`src/design/pwis_pkg.sv`:
```
package pwis_pkg;

  localparam int GAIN_W   = 16;
  localparam int ZONE_W   = 16;
  localparam int ILIM_W   = 31;
  localparam int OLIM_W   = 15;
  localparam int CFG_W    = 64;
  localparam int CFG_IDX_W = 3;
  localparam int DMODE_W  = 2;
  // Serial multiplier operand: a sign-extended gain or a 16-bit magnitude.
  localparam int MUL_XW   = GAIN_W + 1;
  // Numerator of the speed-band ratio, product of two 16-bit magnitudes.
  localparam int NUM_W    = 2 * ZONE_W;

  localparam logic [CFG_IDX_W-1:0] REG_KP    = 3'd0;
  localparam logic [CFG_IDX_W-1:0] REG_KI    = 3'd1;
  localparam logic [CFG_IDX_W-1:0] REG_KD    = 3'd2;
  localparam logic [CFG_IDX_W-1:0] REG_KF    = 3'd3;
  localparam logic [CFG_IDX_W-1:0] REG_ILIM  = 3'd4;
  localparam logic [CFG_IDX_W-1:0] REG_OLIM  = 3'd5;
  localparam logic [CFG_IDX_W-1:0] REG_ZONE  = 3'd6;
  localparam logic [CFG_IDX_W-1:0] REG_DMODE = 3'd7;

  localparam logic [1:0] TERM_P = 2'd0;
  localparam logic [1:0] TERM_I = 2'd1;
  localparam logic [1:0] TERM_D = 2'd2;
  localparam logic [1:0] TERM_F = 2'd3;

endpackage

```
`src/design/pwis_mul.sv`:
```
module pwis_mul #(
  parameter int YW = 32
) (
  input  logic                                  clk_i,
  input  logic                                  rst_ni,
  input  logic                                  start_i,
  input  logic signed [pwis_pkg::MUL_XW-1:0]    x_i,
  input  logic signed [YW-1:0]                  y_i,
  output logic                                  done_o,
  output logic signed [pwis_pkg::MUL_XW+YW-1:0] p_o
);

  localparam int XW    = pwis_pkg::MUL_XW;
  localparam int PW    = XW + YW;
  localparam int CNT_W = $clog2(XW);

  logic [XW-1:0]        x_q;
  logic signed [PW-1:0] y_q;
  logic signed [PW-1:0] acc_q;
  logic [CNT_W-1:0]     cnt_q;
  logic                 busy_q;
  logic                 done_q;
  logic                 last;

  assign last = (cnt_q == CNT_W'(XW - 1));

  // One multiplier bit per cycle; the top bit carries negative weight.
  always_ff @(posedge clk_i or negedge rst_ni) begin
    if (!rst_ni) begin
      busy_q <= 1'b0;
      done_q <= 1'b0;
      cnt_q  <= '0;
    end else begin
      done_q <= 1'b0;
      if (start_i) begin
        busy_q <= 1'b1;
        cnt_q  <= '0;
      end else if (busy_q) begin
        cnt_q <= cnt_q + CNT_W'(1);
        if (last) begin
          busy_q <= 1'b0;
          done_q <= 1'b1;
        end
      end
    end
  end

  always_ff @(posedge clk_i) begin
    if (start_i) begin
      x_q   <= x_i;
      y_q   <= PW'(y_i);
      acc_q <= '0;
    end else if (busy_q) begin
      if (x_q[0]) begin
        acc_q <= last ? (acc_q - y_q) : (acc_q + y_q);
      end
      x_q <= x_q >> 1;
      y_q <= y_q <<< 1;
    end
  end

  assign done_o = done_q;
  assign p_o    = acc_q;

endmodule

```
`src/design/pwis_div.sv`:
```
module pwis_div (
  input  logic                          clk_i,
  input  logic                          rst_ni,
  input  logic                          start_i,
  input  logic [pwis_pkg::NUM_W-1:0]    num_i,
  input  logic [pwis_pkg::ZONE_W-1:0]   den_i,
  output logic                          done_o,
  output logic [pwis_pkg::NUM_W-1:0]    quo_o
);

  localparam int NW    = pwis_pkg::NUM_W;
  localparam int DW    = pwis_pkg::ZONE_W;
  localparam int CNT_W = $clog2(NW);

  logic [NW-1:0]    quo_q;
  logic [DW-1:0]    rem_q;
  logic [DW-1:0]    den_q;
  logic [CNT_W-1:0] cnt_q;
  logic             busy_q;
  logic             done_q;
  logic [DW:0]      rem_sh;
  logic [DW:0]      diff;
  logic             fits;

  // Restoring division, one quotient bit per cycle.
  assign rem_sh = {rem_q, quo_q[NW-1]};
  assign diff   = rem_sh - {1'b0, den_q};
  assign fits   = (rem_sh >= {1'b0, den_q});

  always_ff @(posedge clk_i or negedge rst_ni) begin
    if (!rst_ni) begin
      busy_q <= 1'b0;
      done_q <= 1'b0;
      cnt_q  <= '0;
    end else begin
      done_q <= 1'b0;
      if (start_i) begin
        busy_q <= 1'b1;
        cnt_q  <= '0;
      end else if (busy_q) begin
        cnt_q <= cnt_q + CNT_W'(1);
        if (cnt_q == CNT_W'(NW - 1)) begin
          busy_q <= 1'b0;
          done_q <= 1'b1;
        end
      end
    end
  end

  always_ff @(posedge clk_i) begin
    if (start_i) begin
      quo_q <= num_i;
      rem_q <= '0;
      den_q <= den_i;
    end else if (busy_q) begin
      rem_q <= fits ? diff[DW-1:0] : rem_sh[DW-1:0];
      quo_q <= {quo_q[NW-2:0], fits};
    end
  end

  assign done_o = done_q;
  assign quo_o  = quo_q;

endmodule

```
`src/design/pid_with_integral_shaping.sv`:
```
// Channel   Direction  Handshake              Payload
// request   in         in_valid_i/in_ready_o  target_i, measured_i, measured_rate_i
// result    out        out_valid_o/out_ready_i drive_o, drive_clamped_o
// config    in         cfg_we_i               cfg_idx_i, cfg_data_i
//
// A request is taken in the idle state; its drive becomes valid, once the result register
// is free, in the same cycle in which the next request can be taken. Each of the four terms
// takes a start step, a run of the shared bit-serial multiplier and a hand-off step. An
// error inside the linear speed band adds one more multiplier run and a serial divider run.
// Reset clears the gains, limits, integral sum and history; the result register holds a
// finished drive while out_ready_i is low and a new request is taken meanwhile.
module pid_with_integral_shaping #(
  parameter int SAMPLE_WIDTH       = 16,
  parameter int INTEGRAL_WIDTH     = 32,
  parameter int GAIN_FRACTION_BITS = 8
) (
  input  logic                                clk_i,
  input  logic                                rst_ni,
  input  logic                                in_valid_i,
  output logic                                in_ready_o,
  input  logic signed [SAMPLE_WIDTH-1:0]      target_i,
  input  logic signed [SAMPLE_WIDTH-1:0]      measured_i,
  input  logic signed [SAMPLE_WIDTH-1:0]      measured_rate_i,
  output logic                                out_valid_o,
  input  logic                                out_ready_i,
  output logic signed [SAMPLE_WIDTH-1:0]      drive_o,
  output logic                                drive_clamped_o,
  input  logic                                cfg_we_i,
  input  logic [pwis_pkg::CFG_IDX_W-1:0]      cfg_idx_i,
  input  logic [pwis_pkg::CFG_W-1:0]          cfg_data_i
);

  localparam int SW   = SAMPLE_WIDTH;
  localparam int EW   = SW + 1;
  localparam int IW   = INTEGRAL_WIDTH;
  localparam int GW   = pwis_pkg::GAIN_W;
  localparam int ZW   = pwis_pkg::ZONE_W;
  localparam int BW   = (IW > SW + 2) ? IW : SW + 2;
  localparam int PW   = pwis_pkg::MUL_XW + BW;
  localparam int TW   = PW + 2;
  localparam int CW   = (EW > ZW + 1) ? EW : ZW + 1;
  localparam int LW   = ((IW > pwis_pkg::ILIM_W) ? IW : pwis_pkg::ILIM_W) + 1;
  localparam int SUMW = ((IW > EW) ? IW : EW) + 1;
  localparam int QW   = (EW > pwis_pkg::NUM_W) ? EW : pwis_pkg::NUM_W;

  localparam logic signed [TW-1:0]   HALF = (TW'(1) << GAIN_FRACTION_BITS) >> 1;
  localparam logic signed [TW-1:0]   SMAX = {{(TW-SW+1){1'b0}}, {(SW-1){1'b1}}};
  localparam logic signed [TW-1:0]   SMIN = ~SMAX;
  localparam logic signed [SUMW-1:0] IMAX = {{(SUMW-IW+1){1'b0}}, {(IW-1){1'b1}}};
  localparam logic signed [SUMW-1:0] IMIN = ~IMAX;

  localparam logic [3:0] ST_IDLE  = 4'd0;
  localparam logic [3:0] ST_PREP  = 4'd1;
  localparam logic [3:0] ST_MGO   = 4'd2;
  localparam logic [3:0] ST_MWAIT = 4'd3;
  localparam logic [3:0] ST_DGO   = 4'd4;
  localparam logic [3:0] ST_DWAIT = 4'd5;
  localparam logic [3:0] ST_INTEG = 4'd6;
  localparam logic [3:0] ST_TGO   = 4'd7;
  localparam logic [3:0] ST_TWAIT = 4'd8;
  localparam logic [3:0] ST_FINAL = 4'd9;

  // Configuration registers.
  logic signed [GW-1:0]              kp_q, ki_q, kd_q, kf_q;
  logic [pwis_pkg::ILIM_W-1:0]       ilim_q;
  logic [pwis_pkg::OLIM_W-1:0]       olim_q;
  logic [pwis_pkg::CFG_W-1:0]        zone_q;
  logic [pwis_pkg::DMODE_W-1:0]      dmode_q;

  // Controller state and working registers.
  logic [3:0]            state_q, state_d;
  logic [1:0]            tidx_q;
  logic signed [SW-1:0]  tgt_q, meas_q, rate_q, teff_q;
  logic signed [EW-1:0]  e_q, step_q;
  logic [EW-1:0]         a_q;
  logic                  sep_q;
  logic signed [IW-1:0]  isum_q;
  logic signed [EW-1:0]  prev_err_q;
  logic signed [SW-1:0]  prev_tgt_q, prev_meas_q;
  logic signed [TW-1:0]  acc_q;
  logic                  out_valid_q;
  logic signed [SW-1:0]  drive_q;
  logic                  clamped_q;

  logic [ZW-1:0] dz, sep, ba, bb;
  assign dz  = zone_q[ZW-1:0];
  assign sep = zone_q[2*ZW-1:ZW];
  assign ba  = zone_q[3*ZW-1:2*ZW];
  assign bb  = zone_q[4*ZW-1:3*ZW];

  // Error, dead zone and speed band selection.
  logic signed [EW-1:0] e_raw, e_p, step_p;
  logic [EW-1:0]        a_raw, a_p;
  logic signed [SW-1:0] teff_p;
  logic                 in_dz, bands_off, ge_b, le_a, lin_p, sep_p;

  always_comb begin
    e_raw     = EW'(tgt_q) - EW'(meas_q);
    a_raw     = e_raw[EW-1] ? EW'(-e_raw) : EW'(e_raw);
    in_dz     = CW'(a_raw) < CW'(dz);
    e_p       = in_dz ? '0 : e_raw;
    a_p       = in_dz ? '0 : a_raw;
    teff_p    = in_dz ? meas_q : tgt_q;
    bands_off = (ba == '0) && (bb == '0);
    ge_b      = CW'(a_p) >= CW'(bb);
    le_a      = CW'(a_p) <= CW'(ba);
    lin_p     = !bands_off && !ge_b && !le_a;
    step_p    = (!bands_off && ge_b) ? '0 : e_p;
    sep_p     = (sep != '0) && (CW'(a_p) >= CW'(sep));
  end

  // The stored sum is pulled inside the limit before this sample's step.
  logic signed [LW-1:0] isum_w, lim_w, isum_lim;
  always_comb begin
    isum_w   = LW'(isum_q);
    lim_w    = LW'({1'b0, ilim_q});
    isum_lim = isum_w;
    if (ilim_q != '0) begin
      if (isum_w > lim_w) begin
        isum_lim = lim_w;
      end else if (isum_w < -lim_w) begin
        isum_lim = -lim_w;
      end
    end
  end

  // Saturating integral update.
  logic signed [SUMW-1:0] isum_add;
  logic signed [IW-1:0]   isum_sat;
  always_comb begin
    isum_add = SUMW'(isum_q) + SUMW'(step_q);
    if (isum_add > IMAX) begin
      isum_sat = IW'(IMAX);
    end else if (isum_add < IMIN) begin
      isum_sat = IW'(IMIN);
    end else begin
      isum_sat = IW'(isum_add);
    end
  end

  // Shared multiplier, and the divider.
  logic                               mul_start, mul_done;
  logic signed [pwis_pkg::MUL_XW-1:0] mul_x;
  logic signed [BW-1:0]               mul_y;
  logic signed [PW-1:0]               mul_p;
  logic                               div_start, div_done;
  logic [pwis_pkg::NUM_W-1:0]         div_quo;
  logic [ZW-1:0]                      a_z;
  logic [QW-1:0]                      quo_w;

  assign a_z = ZW'(CW'(a_q));

  logic signed [BW-1:0] dop;
  always_comb begin
    if (dmode_q[1]) begin
      dop = BW'(rate_q);
    end else if (dmode_q[0]) begin
      dop = BW'(EW'(prev_meas_q) - EW'(meas_q));
    end else begin
      dop = BW'((SW+2)'(e_q) - (SW+2)'(prev_err_q));
    end
  end

  always_comb begin
    mul_x = '0;
    mul_y = '0;
    if (state_q == ST_MGO) begin
      mul_x = {1'b0, a_z};
      mul_y = BW'({1'b0, bb - a_z});
    end else begin
      unique case (tidx_q)
        pwis_pkg::TERM_P: begin
          mul_x = pwis_pkg::MUL_XW'(kp_q);
          mul_y = BW'(e_q);
        end
        pwis_pkg::TERM_I: begin
          mul_x = pwis_pkg::MUL_XW'(ki_q);
          mul_y = BW'(isum_q);
        end
        pwis_pkg::TERM_D: begin
          mul_x = pwis_pkg::MUL_XW'(kd_q);
          mul_y = dop;
        end
        pwis_pkg::TERM_F: begin
          mul_x = pwis_pkg::MUL_XW'(kf_q);
          mul_y = BW'(EW'(teff_q) - EW'(prev_tgt_q));
        end
        default: begin
          mul_x = '0;
          mul_y = '0;
        end
      endcase
    end
  end

  assign mul_start = (state_q == ST_MGO) || (state_q == ST_TGO);
  assign div_start = (state_q == ST_DGO);

  pwis_mul #(.YW(BW)) u_pwis_mul (
    .clk_i   (clk_i),
    .rst_ni  (rst_ni),
    .start_i (mul_start),
    .x_i     (mul_x),
    .y_i     (mul_y),
    .done_o  (mul_done),
    .p_o     (mul_p)
  );

  pwis_div u_pwis_div (
    .clk_i   (clk_i),
    .rst_ni  (rst_ni),
    .start_i (div_start),
    .num_i   (mul_p[pwis_pkg::NUM_W-1:0]),
    .den_i   (bb - ba),
    .done_o  (div_done),
    .quo_o   (div_quo)
  );

  assign quo_w = QW'(div_quo);

  // Rounding, output limit and saturation.
  logic signed [TW-1:0] shv, olim_w, lim1, fin;
  logic                 clamp_p;
  always_comb begin
    shv     = (acc_q + HALF) >>> GAIN_FRACTION_BITS;
    olim_w  = TW'({1'b0, olim_q});
    lim1    = shv;
    clamp_p = 1'b0;
    if (olim_q != '0) begin
      if (shv > olim_w) begin
        lim1    = olim_w;
        clamp_p = 1'b1;
      end else if (shv < -olim_w) begin
        lim1    = -olim_w;
        clamp_p = 1'b1;
      end
    end
    fin = lim1;
    if (lim1 > SMAX) begin
      fin     = SMAX;
      clamp_p = 1'b1;
    end else if (lim1 < SMIN) begin
      fin     = SMIN;
      clamp_p = 1'b1;
    end
  end

  logic in_acc, out_load;
  assign in_acc   = in_valid_i && in_ready_o;
  assign out_load = (state_q == ST_FINAL) && (!out_valid_q || out_ready_i);

  always_comb begin
    state_d = state_q;
    unique case (state_q)
      ST_IDLE:  if (in_valid_i) state_d = ST_PREP;
      ST_PREP:  state_d = lin_p ? ST_MGO : ST_INTEG;
      ST_MGO:   state_d = ST_MWAIT;
      ST_MWAIT: if (mul_done) state_d = ST_DGO;
      ST_DGO:   state_d = ST_DWAIT;
      ST_DWAIT: if (div_done) state_d = ST_INTEG;
      ST_INTEG: state_d = ST_TGO;
      ST_TGO:   state_d = ST_TWAIT;
      ST_TWAIT: if (mul_done) state_d = (tidx_q == pwis_pkg::TERM_F) ? ST_FINAL : ST_TGO;
      ST_FINAL: if (out_load) state_d = ST_IDLE;
      default:  state_d = ST_IDLE;
    endcase
  end

  always_ff @(posedge clk_i or negedge rst_ni) begin
    if (!rst_ni) begin
      state_q     <= ST_IDLE;
      tidx_q      <= '0;
      out_valid_q <= 1'b0;
      kp_q        <= '0;
      ki_q        <= '0;
      kd_q        <= '0;
      kf_q        <= '0;
      ilim_q      <= '0;
      olim_q      <= '0;
      zone_q      <= '0;
      dmode_q     <= '0;
      isum_q      <= '0;
      prev_err_q  <= '0;
      prev_tgt_q  <= '0;
      prev_meas_q <= '0;
    end else begin
      state_q <= state_d;
      if (cfg_we_i) begin
        unique case (cfg_idx_i)
          pwis_pkg::REG_KP:    kp_q    <= cfg_data_i[GW-1:0];
          pwis_pkg::REG_KI:    ki_q    <= cfg_data_i[GW-1:0];
          pwis_pkg::REG_KD:    kd_q    <= cfg_data_i[GW-1:0];
          pwis_pkg::REG_KF:    kf_q    <= cfg_data_i[GW-1:0];
          pwis_pkg::REG_ILIM:  ilim_q  <= cfg_data_i[pwis_pkg::ILIM_W-1:0];
          pwis_pkg::REG_OLIM:  olim_q  <= cfg_data_i[pwis_pkg::OLIM_W-1:0];
          pwis_pkg::REG_ZONE:  zone_q  <= cfg_data_i;
          pwis_pkg::REG_DMODE: dmode_q <= cfg_data_i[pwis_pkg::DMODE_W-1:0];
          default: ;
        endcase
      end
      if (state_q == ST_PREP) begin
        isum_q <= IW'(isum_lim);
      end
      if (state_q == ST_INTEG) begin
        isum_q <= sep_q ? '0 : isum_sat;
        tidx_q <= '0;
      end
      if ((state_q == ST_TWAIT) && mul_done) begin
        tidx_q <= tidx_q + 2'd1;
      end
      if (out_load) begin
        out_valid_q <= 1'b1;
        prev_err_q  <= e_q;
        prev_tgt_q  <= teff_q;
        prev_meas_q <= meas_q;
      end else if (out_valid_q && out_ready_i) begin
        out_valid_q <= 1'b0;
      end
    end
  end

  always_ff @(posedge clk_i) begin
    if (in_acc) begin
      tgt_q  <= target_i;
      meas_q <= measured_i;
      rate_q <= measured_rate_i;
    end
    if (state_q == ST_PREP) begin
      e_q    <= e_p;
      a_q    <= a_p;
      teff_q <= teff_p;
      step_q <= step_p;
      sep_q  <= sep_p;
    end
    if ((state_q == ST_DWAIT) && div_done) begin
      step_q <= e_q[EW-1] ? -$signed(quo_w[EW-1:0]) : $signed(quo_w[EW-1:0]);
    end
    if (state_q == ST_INTEG) begin
      acc_q <= '0;
    end
    if ((state_q == ST_TWAIT) && mul_done) begin
      acc_q <= acc_q + TW'(mul_p);
    end
    if (out_load) begin
      drive_q   <= fin[SW-1:0];
      clamped_q <= clamp_p;
    end
  end

  assign in_ready_o      = (state_q == ST_IDLE);
  assign out_valid_o     = out_valid_q;
  assign drive_o         = drive_q;
  assign drive_clamped_o = clamped_q;

endmodule

```
`config.mk`:
```
export PLATFORM = sky130hd
export DESIGN_NAME = pid_with_integral_shaping
export DESIGN_NICKNAME = d
export VERILOG_FILES = /design/src/design/pwis_pkg.sv /design/src/design/pwis_mul.sv /design/src/design/pwis_div.sv /design/src/design/pid_with_integral_shaping.sv
export SDC_FILE = /design/constraint.sdc
export NUM_CORES = 2
export LEC_CHECK = 0
export ABC_AREA = 1
export BUFFER_PORTS_ARGS = -buffer_cell sky130_fd_sc_hd__buf_2
export CAP_MARGIN = 25
export CORE_MARGIN = 2
export CORE_UTILIZATION = 47
export CTS_CLUSTER_SIZE = 30
export DETAILED_ROUTE_END_ITERATION = 12
export GPL_TIMING_DRIVEN = 0
export PLACE_DENSITY = 0.61
export SLEW_MARGIN = 0
export SYNTH_ARGS = -nofsm -noshare
export SYNTH_HDL_FRONTEND = slang
export SYNTH_SLANG_ARGS = --single-unit
```
`constraint.sdc`:
```
create_clock -name clk_i -period 15.8 [get_ports clk_i]
set_input_delay 3.16 -clock clk_i [delete_from_list [all_inputs] [get_ports clk_i]]
set_output_delay 3.16 -clock clk_i [all_outputs]
set_load 0.01 [all_outputs]
```
### Word-level counts from Yosys, hierarchy flattened

Index checks and enable logic that the tools add are counted.

| word-level totals | value |
|---|---|
| register bits after elaboration | 640 |
| output and inout bits | 19 |
| logic and storage cells | 207 |

| cells by class | value |
|---|---|
| add/sub/neg operators | 19 |
| order comparisons | 13 |
| eq/ne operators | 26 |
| multiplexer cells | 67 |
| reductions and logical operators | 44 |

Operators by type and width:

| cell | count |
|---|---|
| 2-to-1 mux 32 bit | 13 |
| 2-to-1 mux 51 bit | 5 |
| 2-to-1 mux 17 bit | 10 |
| 2-to-1 mux 49 bit | 3 |
| case mux 32 bit (4 select lines) | 1 |
| case mux 17 bit (4 select lines) | 1 |
| adder 51 x 49 -> 51 bit | 1 |
| adder 51 x 9 -> 51 bit (second input constant) | 1 |
| >= comparator 17 x 16 -> 1 bit | 3 |
| greater-than comparator 51 x 16 -> 1 bit (second input constant) | 1 |
| < comparator 43 x 51 -> 1 bit | 1 |
| < comparator 51 x 16 -> 1 bit (second input constant) | 1 |
| negator 15 -> 51 bit | 1 |
| subtractor 16 x 16 -> 17 bit | 3 |
| adder 49 bit | 1 |
| subtractor 49 bit | 1 |
| 2-to-1 mux 16 bit | 3 |
| subtractor 16 bit | 3 |
| greater-than comparator 43 x 16 -> 1 bit | 1 |
| case mux 4 bit (10 select lines) | 1 |
| negator 17 bit | 2 |
| adder 32 x 17 -> 33 bit | 1 |
| greater-than comparator 33 x 32 -> 1 bit (second input constant) | 1 |
| < comparator 32 x 33 -> 1 bit | 1 |
| 41 further kinds | 109 |

### Longest topological paths before layout

| depth | value |
|---|---|
| depth in word-level cells | 11 |
| depth in mapped cells | 45 |
| mapped depth without buffers | 42 |

### Cells and area by module

A second synthesis with hierarchy kept.

| unflattened totals | value |
|---|---|
| cells, all modules | 6,752 |
| area total of the unflattened synthesis | 49,437.4 µm² |

By module, submodules not included:

| module | times used | cells an instance | area an instance (µm²) | sequential area each (µm²) |
|---|---|---|---|---|
| pid_with_integral_shaping | 1 | 4,780 | 35,746.8 | 12,101.6 |
| pwis_mul | 1 | 1,462 | 9,688.0 | 3,138.0 |
| pwis_div | 1 | 510 | 4,002.6 | 1,936.9 |

### Worst setup path before layout

No wires, ideal clock.

| path | value |
|---|---|
| path type | input to register |
| start | in in_valid_i |
| end | reg meas_q[0], enable pin |
| library setup time | 0.513 ns |
| arrival | 6.499 ns |
| data required time | 15.287 ns |
| setup slack | 8.788 ns |
| cell stages on the path | 2 |
| path buffers | 0 |
| path through | inv_1 > nor3_1 |

| between the ends | value |
|---|---|
| cells in the longest elaborated chain, start to end | 1 |

RTL lines:

| what | RTL line | text |
|---|---|---|
| from (decl) | pid_with_integral_shaping.sv:19 | `input logic in_valid_i,` |
| logical AND 1 bit | pid_with_integral_shaping.sv:249 | `assign in_acc = in_valid_i && in_ready_o;` |
| named net in_acc | pid_with_integral_shaping.sv:248 | `logic in_acc, out_load;` |
| to (signal assigned) | pid_with_integral_shaping.sv:325 | `meas_q <= measured_i;` |
| to (decl) | pid_with_integral_shaping.sv:73 | `logic signed [SW-1:0] tgt_q, meas_q, rate_q, teff_q;` |

The timed path passes the listed nets, and every way through them passes these cells.
A chain may end at the register's enable or synchronous reset.

### Worst setup path after layout

| path | value |
|---|---|
| start | reg meas_q[0] |
| end | reg step_q[5] (data pin) |

| between the ends | value |
|---|---|
| cells in the longest elaborated chain, start to end | 10 |
| elaborated cells between the ends (all ways) | 11 |
| classes of those cells | add/sub (2); order compare (2); mux (6); reduce/logical (1) |

RTL lines:

| what | RTL line | text |
|---|---|---|
| subtractor 16 x 16 -> 17 bit * | pid_with_integral_shaping.sv:98 | `e_raw = EW'(tgt_q) - EW'(meas_q);` |
| negator 17 bit | pid_with_integral_shaping.sv:99 | `a_raw = e_raw[EW-1] ? EW'(-e_raw) : EW'(e_raw);` |
| 2-to-1 mux 17 bit * | pid_with_integral_shaping.sv:99 |  |
| < comparator 17 x 16 -> 1 bit | pid_with_integral_shaping.sv:100 | `in_dz = CW'(a_raw) < CW'(dz);` |
| 2-to-1 mux 17 bit * | pid_with_integral_shaping.sv:102 | `a_p = in_dz ? '0 : a_raw;` |
| named net a_p[6] | pid_with_integral_shaping.sv:93 | `logic [EW-1:0] a_raw, a_p;` |
| >= comparator 17 x 16 -> 1 bit * | pid_with_integral_shaping.sv:105 | `ge_b = CW'(a_p) >= CW'(bb);` |
| logical AND 1 bit * | pid_with_integral_shaping.sv:108 | `step_p = (!bands_off && ge_b) ? '0 : e_p;` |
| 2-to-1 mux 17 bit * | pid_with_integral_shaping.sv:108 |  |
| 2-to-1 mux 17 bit * | pid_with_integral_shaping.sv:328 | `if (state_q == ST_PREP) begin` |
| 2-to-1 mux 17 bit * | pid_with_integral_shaping.sv:335 | `if ((state_q == ST_DWAIT) && div_done) begin` |
| to (signal assigned) | pid_with_integral_shaping.sv:332 | `step_q <= step_p;` |
| to (signal assigned) | pid_with_integral_shaping.sv:336 | `step_q <= e_q[EW-1] ? -$signed(quo_w[EW-1:0]) : $signed(quo_w[EW-1:0]);` |
| to (decl) | pid_with_integral_shaping.sv:74 | `logic signed [EW-1:0] e_q, step_q;` |

The timed path passes the listed nets; every way through them passes the cells marked *. The select of a mux whose other input is x is not followed.

==> results.md <==
- Final nets: around 7.3k
- Final period util: 49.4%
- Synthesized area: 48300 sq um
- Most frequent cell after synthesis: nand2_1
- Post-Synth Adder-Cell Area: a little under an eighth
- CTS Buffer Depth: 3
- Post-synthesis simple-gate area fraction: around 22%
- Post-Layout Cell Count: 8139
- Worst skew pair latency: 0.67 ns
- Min Tclk post-route: 7.80 ns
- Mux contribution to synthesized area: less than 1%
- Dpl hpwl: about 140 mm
- Cell taking the most area after synthesis: edfxtp_1
- VDD IR max: 0.167 mV
- CTS Sinks: 640
- Die W: roughly 320 microns
- End of the worst register-to-register path: step_q[5]
- DP Cell Count: approximately 8k
- Largest net degree at the start of global routing: 106
- Hold depth: 2
- Worst slew margin: just over 30%
- Power density cells: between 200 and 250 nW/um^2
- Crit-path max cell delay: between 0.4 and 0.5 ns
- Clock Skews: approximately 0.038 ns
- RSZ-0062 raised after global routing: false
- Starting Density: between 40% and 50%
- Worst Path Max Fanout: 10
- RePlAce Congestion: 0.998
- Top post-synthesis cells by count: nand2_1, inv_1, o21ai_0
- Vias in the first global route: 43.3k
- CTS Buf Count: between 70 and 80
- Crit start category: flip-flop
- Root Buffer: clkbuf_16
- Drt first pass iters: 6
- Routed Antenna Nets: 0
- Synth async-reset ratio: 43.4%
- Worst EP required: roughly 16 ns
- Run status: finished clean
- Reg-to-reg startpoint: meas_q[0]
- Num rows: 117
- Worst slew pin tran: ~1 ns
- Via count: ~46k
- Largest family of logic cells by synthesized area: simple AND/OR/NAND/NOR gates
- Worst Path Arrival: between 8 and 9 ns
- CP endpoint kind: flip-flop
- Num ports: about 140
- Layout cells sized above 1: between 5 and 6%
- CTS resizes: 0
- Initial antenna violation count: 3
- Sequential fraction of the synthesis area: between 30% and 40%
- Reg clk slew, reported paths: approximately 0.060 ns
- Max Fclk: 128 MHz
- Core area: approximately 100000 sq um
- Worst Hold End: u_pwis_div.rem_q[15]
- Critical Path Most Common Cell: nand2_1
- Syn Area/Cell: 7.47 sq um
- Syn. warnings: 0
- Worst Hold Class: reg2reg
- First-pass GRT wire length: between 200 and 300 mm
- Hold buffer count at cts: 0
- H-tree levels: 3
- Synth area leaders: edfxtp_1, dfrtp_1, nand2_1, ha_1, inv_1
- Die height: between 300 and 400 microns
- Vias/cell: roughly 5.6
- Hold wc startpoint: u_pwis_div.rem_q[15]
- Share of the synthesized area in the top cell type: between 10% and 20%
- Crit path kind: reg2reg
- Final wirelength: about 170 mm
- Pins Over Slew Limit: 0
- Initial DRC count: 4068
- Drt wl/cell: slightly above 20 microns
- EDFF count, synth: 297
- # Post-CTS Setup Buffers: 0
- Pleak: about 26 nW
- Reg2reg path depth: 43
- Final Setup Violations: 0
- Synthesized instance count: around 6.5k
- XOR/XNOR Fraction of Synth Area: 4.47%
- Max cap viols: 0
- GRT Total Usage: 31.4%
- Syn_nets: about 7k
- # port buffers: 138
- Slowest stage cell, crit path: edfxtp_1
- Synthesized flop and latch total: between 600 and 700
- Netlist cell types: between 70 and 80
- Compound-Gate Fraction of Synth Area: between 15 and 20%
- Final hold violation count: 0
- Total gr overflow: 0
- Area grow syn2layout: 11.4%
- Primary FF master, synth: edfxtp_1
- Full die area: about 110000 sq um
- DRC Markers: 0
- CTS tree: built
- Setup TNS: 0 ns
- R2R setup slack: approximately 8 ns
[power by group]
group / internal (mW) / switching, mW / leakage [nW]
Combinational: 2.42 / 4.71 / 17.7
Sequential: 2.50 / 0.698 / 6.89
Clock: 1.21 / 0.788 / 1.39
Total: 6.12 / 6.20 / 26.0
[how the worst max path moves through the flow]
| stage | start | slack, ns | cells past startpoint | end |
|---|---|---|---|---|
| floorplan | in_valid_i | 8.79 | 2 | meas_q[0] |
| global placement | rst_ni | 6.00 | 1 | tidx_q[0] |
| detailed placement | meas_q[0] | 8.15 | 43 | step_q[5] |
| CTS | meas_q[0] | 8.11 | 43 | step_q[5] |
| global route | meas_q[0] | 7.40 | 44 | step_q[5] |
| finish | meas_q[0] | 8.00 | 43 | step_q[5] |
[metal layers]
layer	routed length [microns]	vias to the layer above	part of all wire [%]	track usage (%)
met5	0	-	0	0
met4	8610	0	5.1	14.4
met1	72400	21400	43	41.9
met2	76100	1658	45	50.7
met3	11900	348	7.0	4.25
li1	-	22300	-	-
[final cells by class]
class / instances / area, sq um
clock buffers: 100 / 2230
plain buffers: 170 / 699
fillers: 10100 / 48000
repair buffers: 150 / 916
well taps: 1368 / 1710
multi-input cells: 4791 / 27200
diodes: 1 / 2.50
flip-flops and latches: 640 / 17200
clock inverters: 48 / 614
inverters: 871 / 3270
[cells by family (layout without fill, tap and decap cells)]
family / after synthesis / after routing
simple gates: 2577 / 2577
compound gates: 1509 / 1509
buf+inv: 1041 / 1339
flops: 640 / 640
fa+ha+maj: 457 / 457
xor+xnor: 246 / 246
mux: 2 / 2
other cells: 0 / 1
[metrics by stage]
| stage | util [%] | setup slack (ns) | cell area (sq um) | hold WS (ns) | power (mW) |
|---|---|---|---|---|---|
| finish | 52.9 | 8.00 | 53900 | 0.476 | 12.3 |
| CTS | 52.9 | 8.11 | 53800 | 0.477 | 12.2 |
| global placement | 49.8 | 6.00 | 50700 | 0.447 | 10.1 |
| detailed placement | 50.1 | 8.15 | 51000 | 0.467 | 10.2 |
| floorplan | - | 8.79 | 48300 | 0.429 | 7.95 |
| global route | 52.9 | 7.40 | 53800 | 0.498 | 13.3 |
[sequential cells by signal, summed over array words and instances (netlist names), 17 cells and up]
signal and count:
acc_q 51, e_q 17, ilim_q 31, isum_q 32, prev_err_q 17, step_q 17, u_pwis_div.quo_o 32, u_pwis_mul.p_o 49
u_pwis_mul.x_q 17, u_pwis_mul.y_q 49, zone_q 64
[worst max-delay path: cells and delay by family, from the launching register on]
family / cells / cell delay (ns)
AO/OA/AOI/OAI: 14 / 2.63
adder cells (fa/ha/maj): 4 / 1.34
buffers and inverters: 7 / 1.19
flip-flops: 1 / 0.48
AND/OR/NAND/NOR: 18 / 1.92
[cell usage in the layout, fill, tap and decap left out, types with 36 or more instances in the layout]
master     count
edfxtp_1     297
buf_2        148
nand4_1       73
inv_1        860
clkbuf_1     148
nor3_1        81
a31oi_1       60
a21oi_1      571
dfxtp_1       65
ha_1         447
nor4_1        36
o21ai_0      585
nand2_1     1506
xnor2_1       62
nor2_1       564
xor2_1       183
dfrtp_1      278
nand3_1      204
clkbuf_16     84
o211ai_1      64
o21a_1        47
No activity file was read; power rests on OpenSTA's default activity.
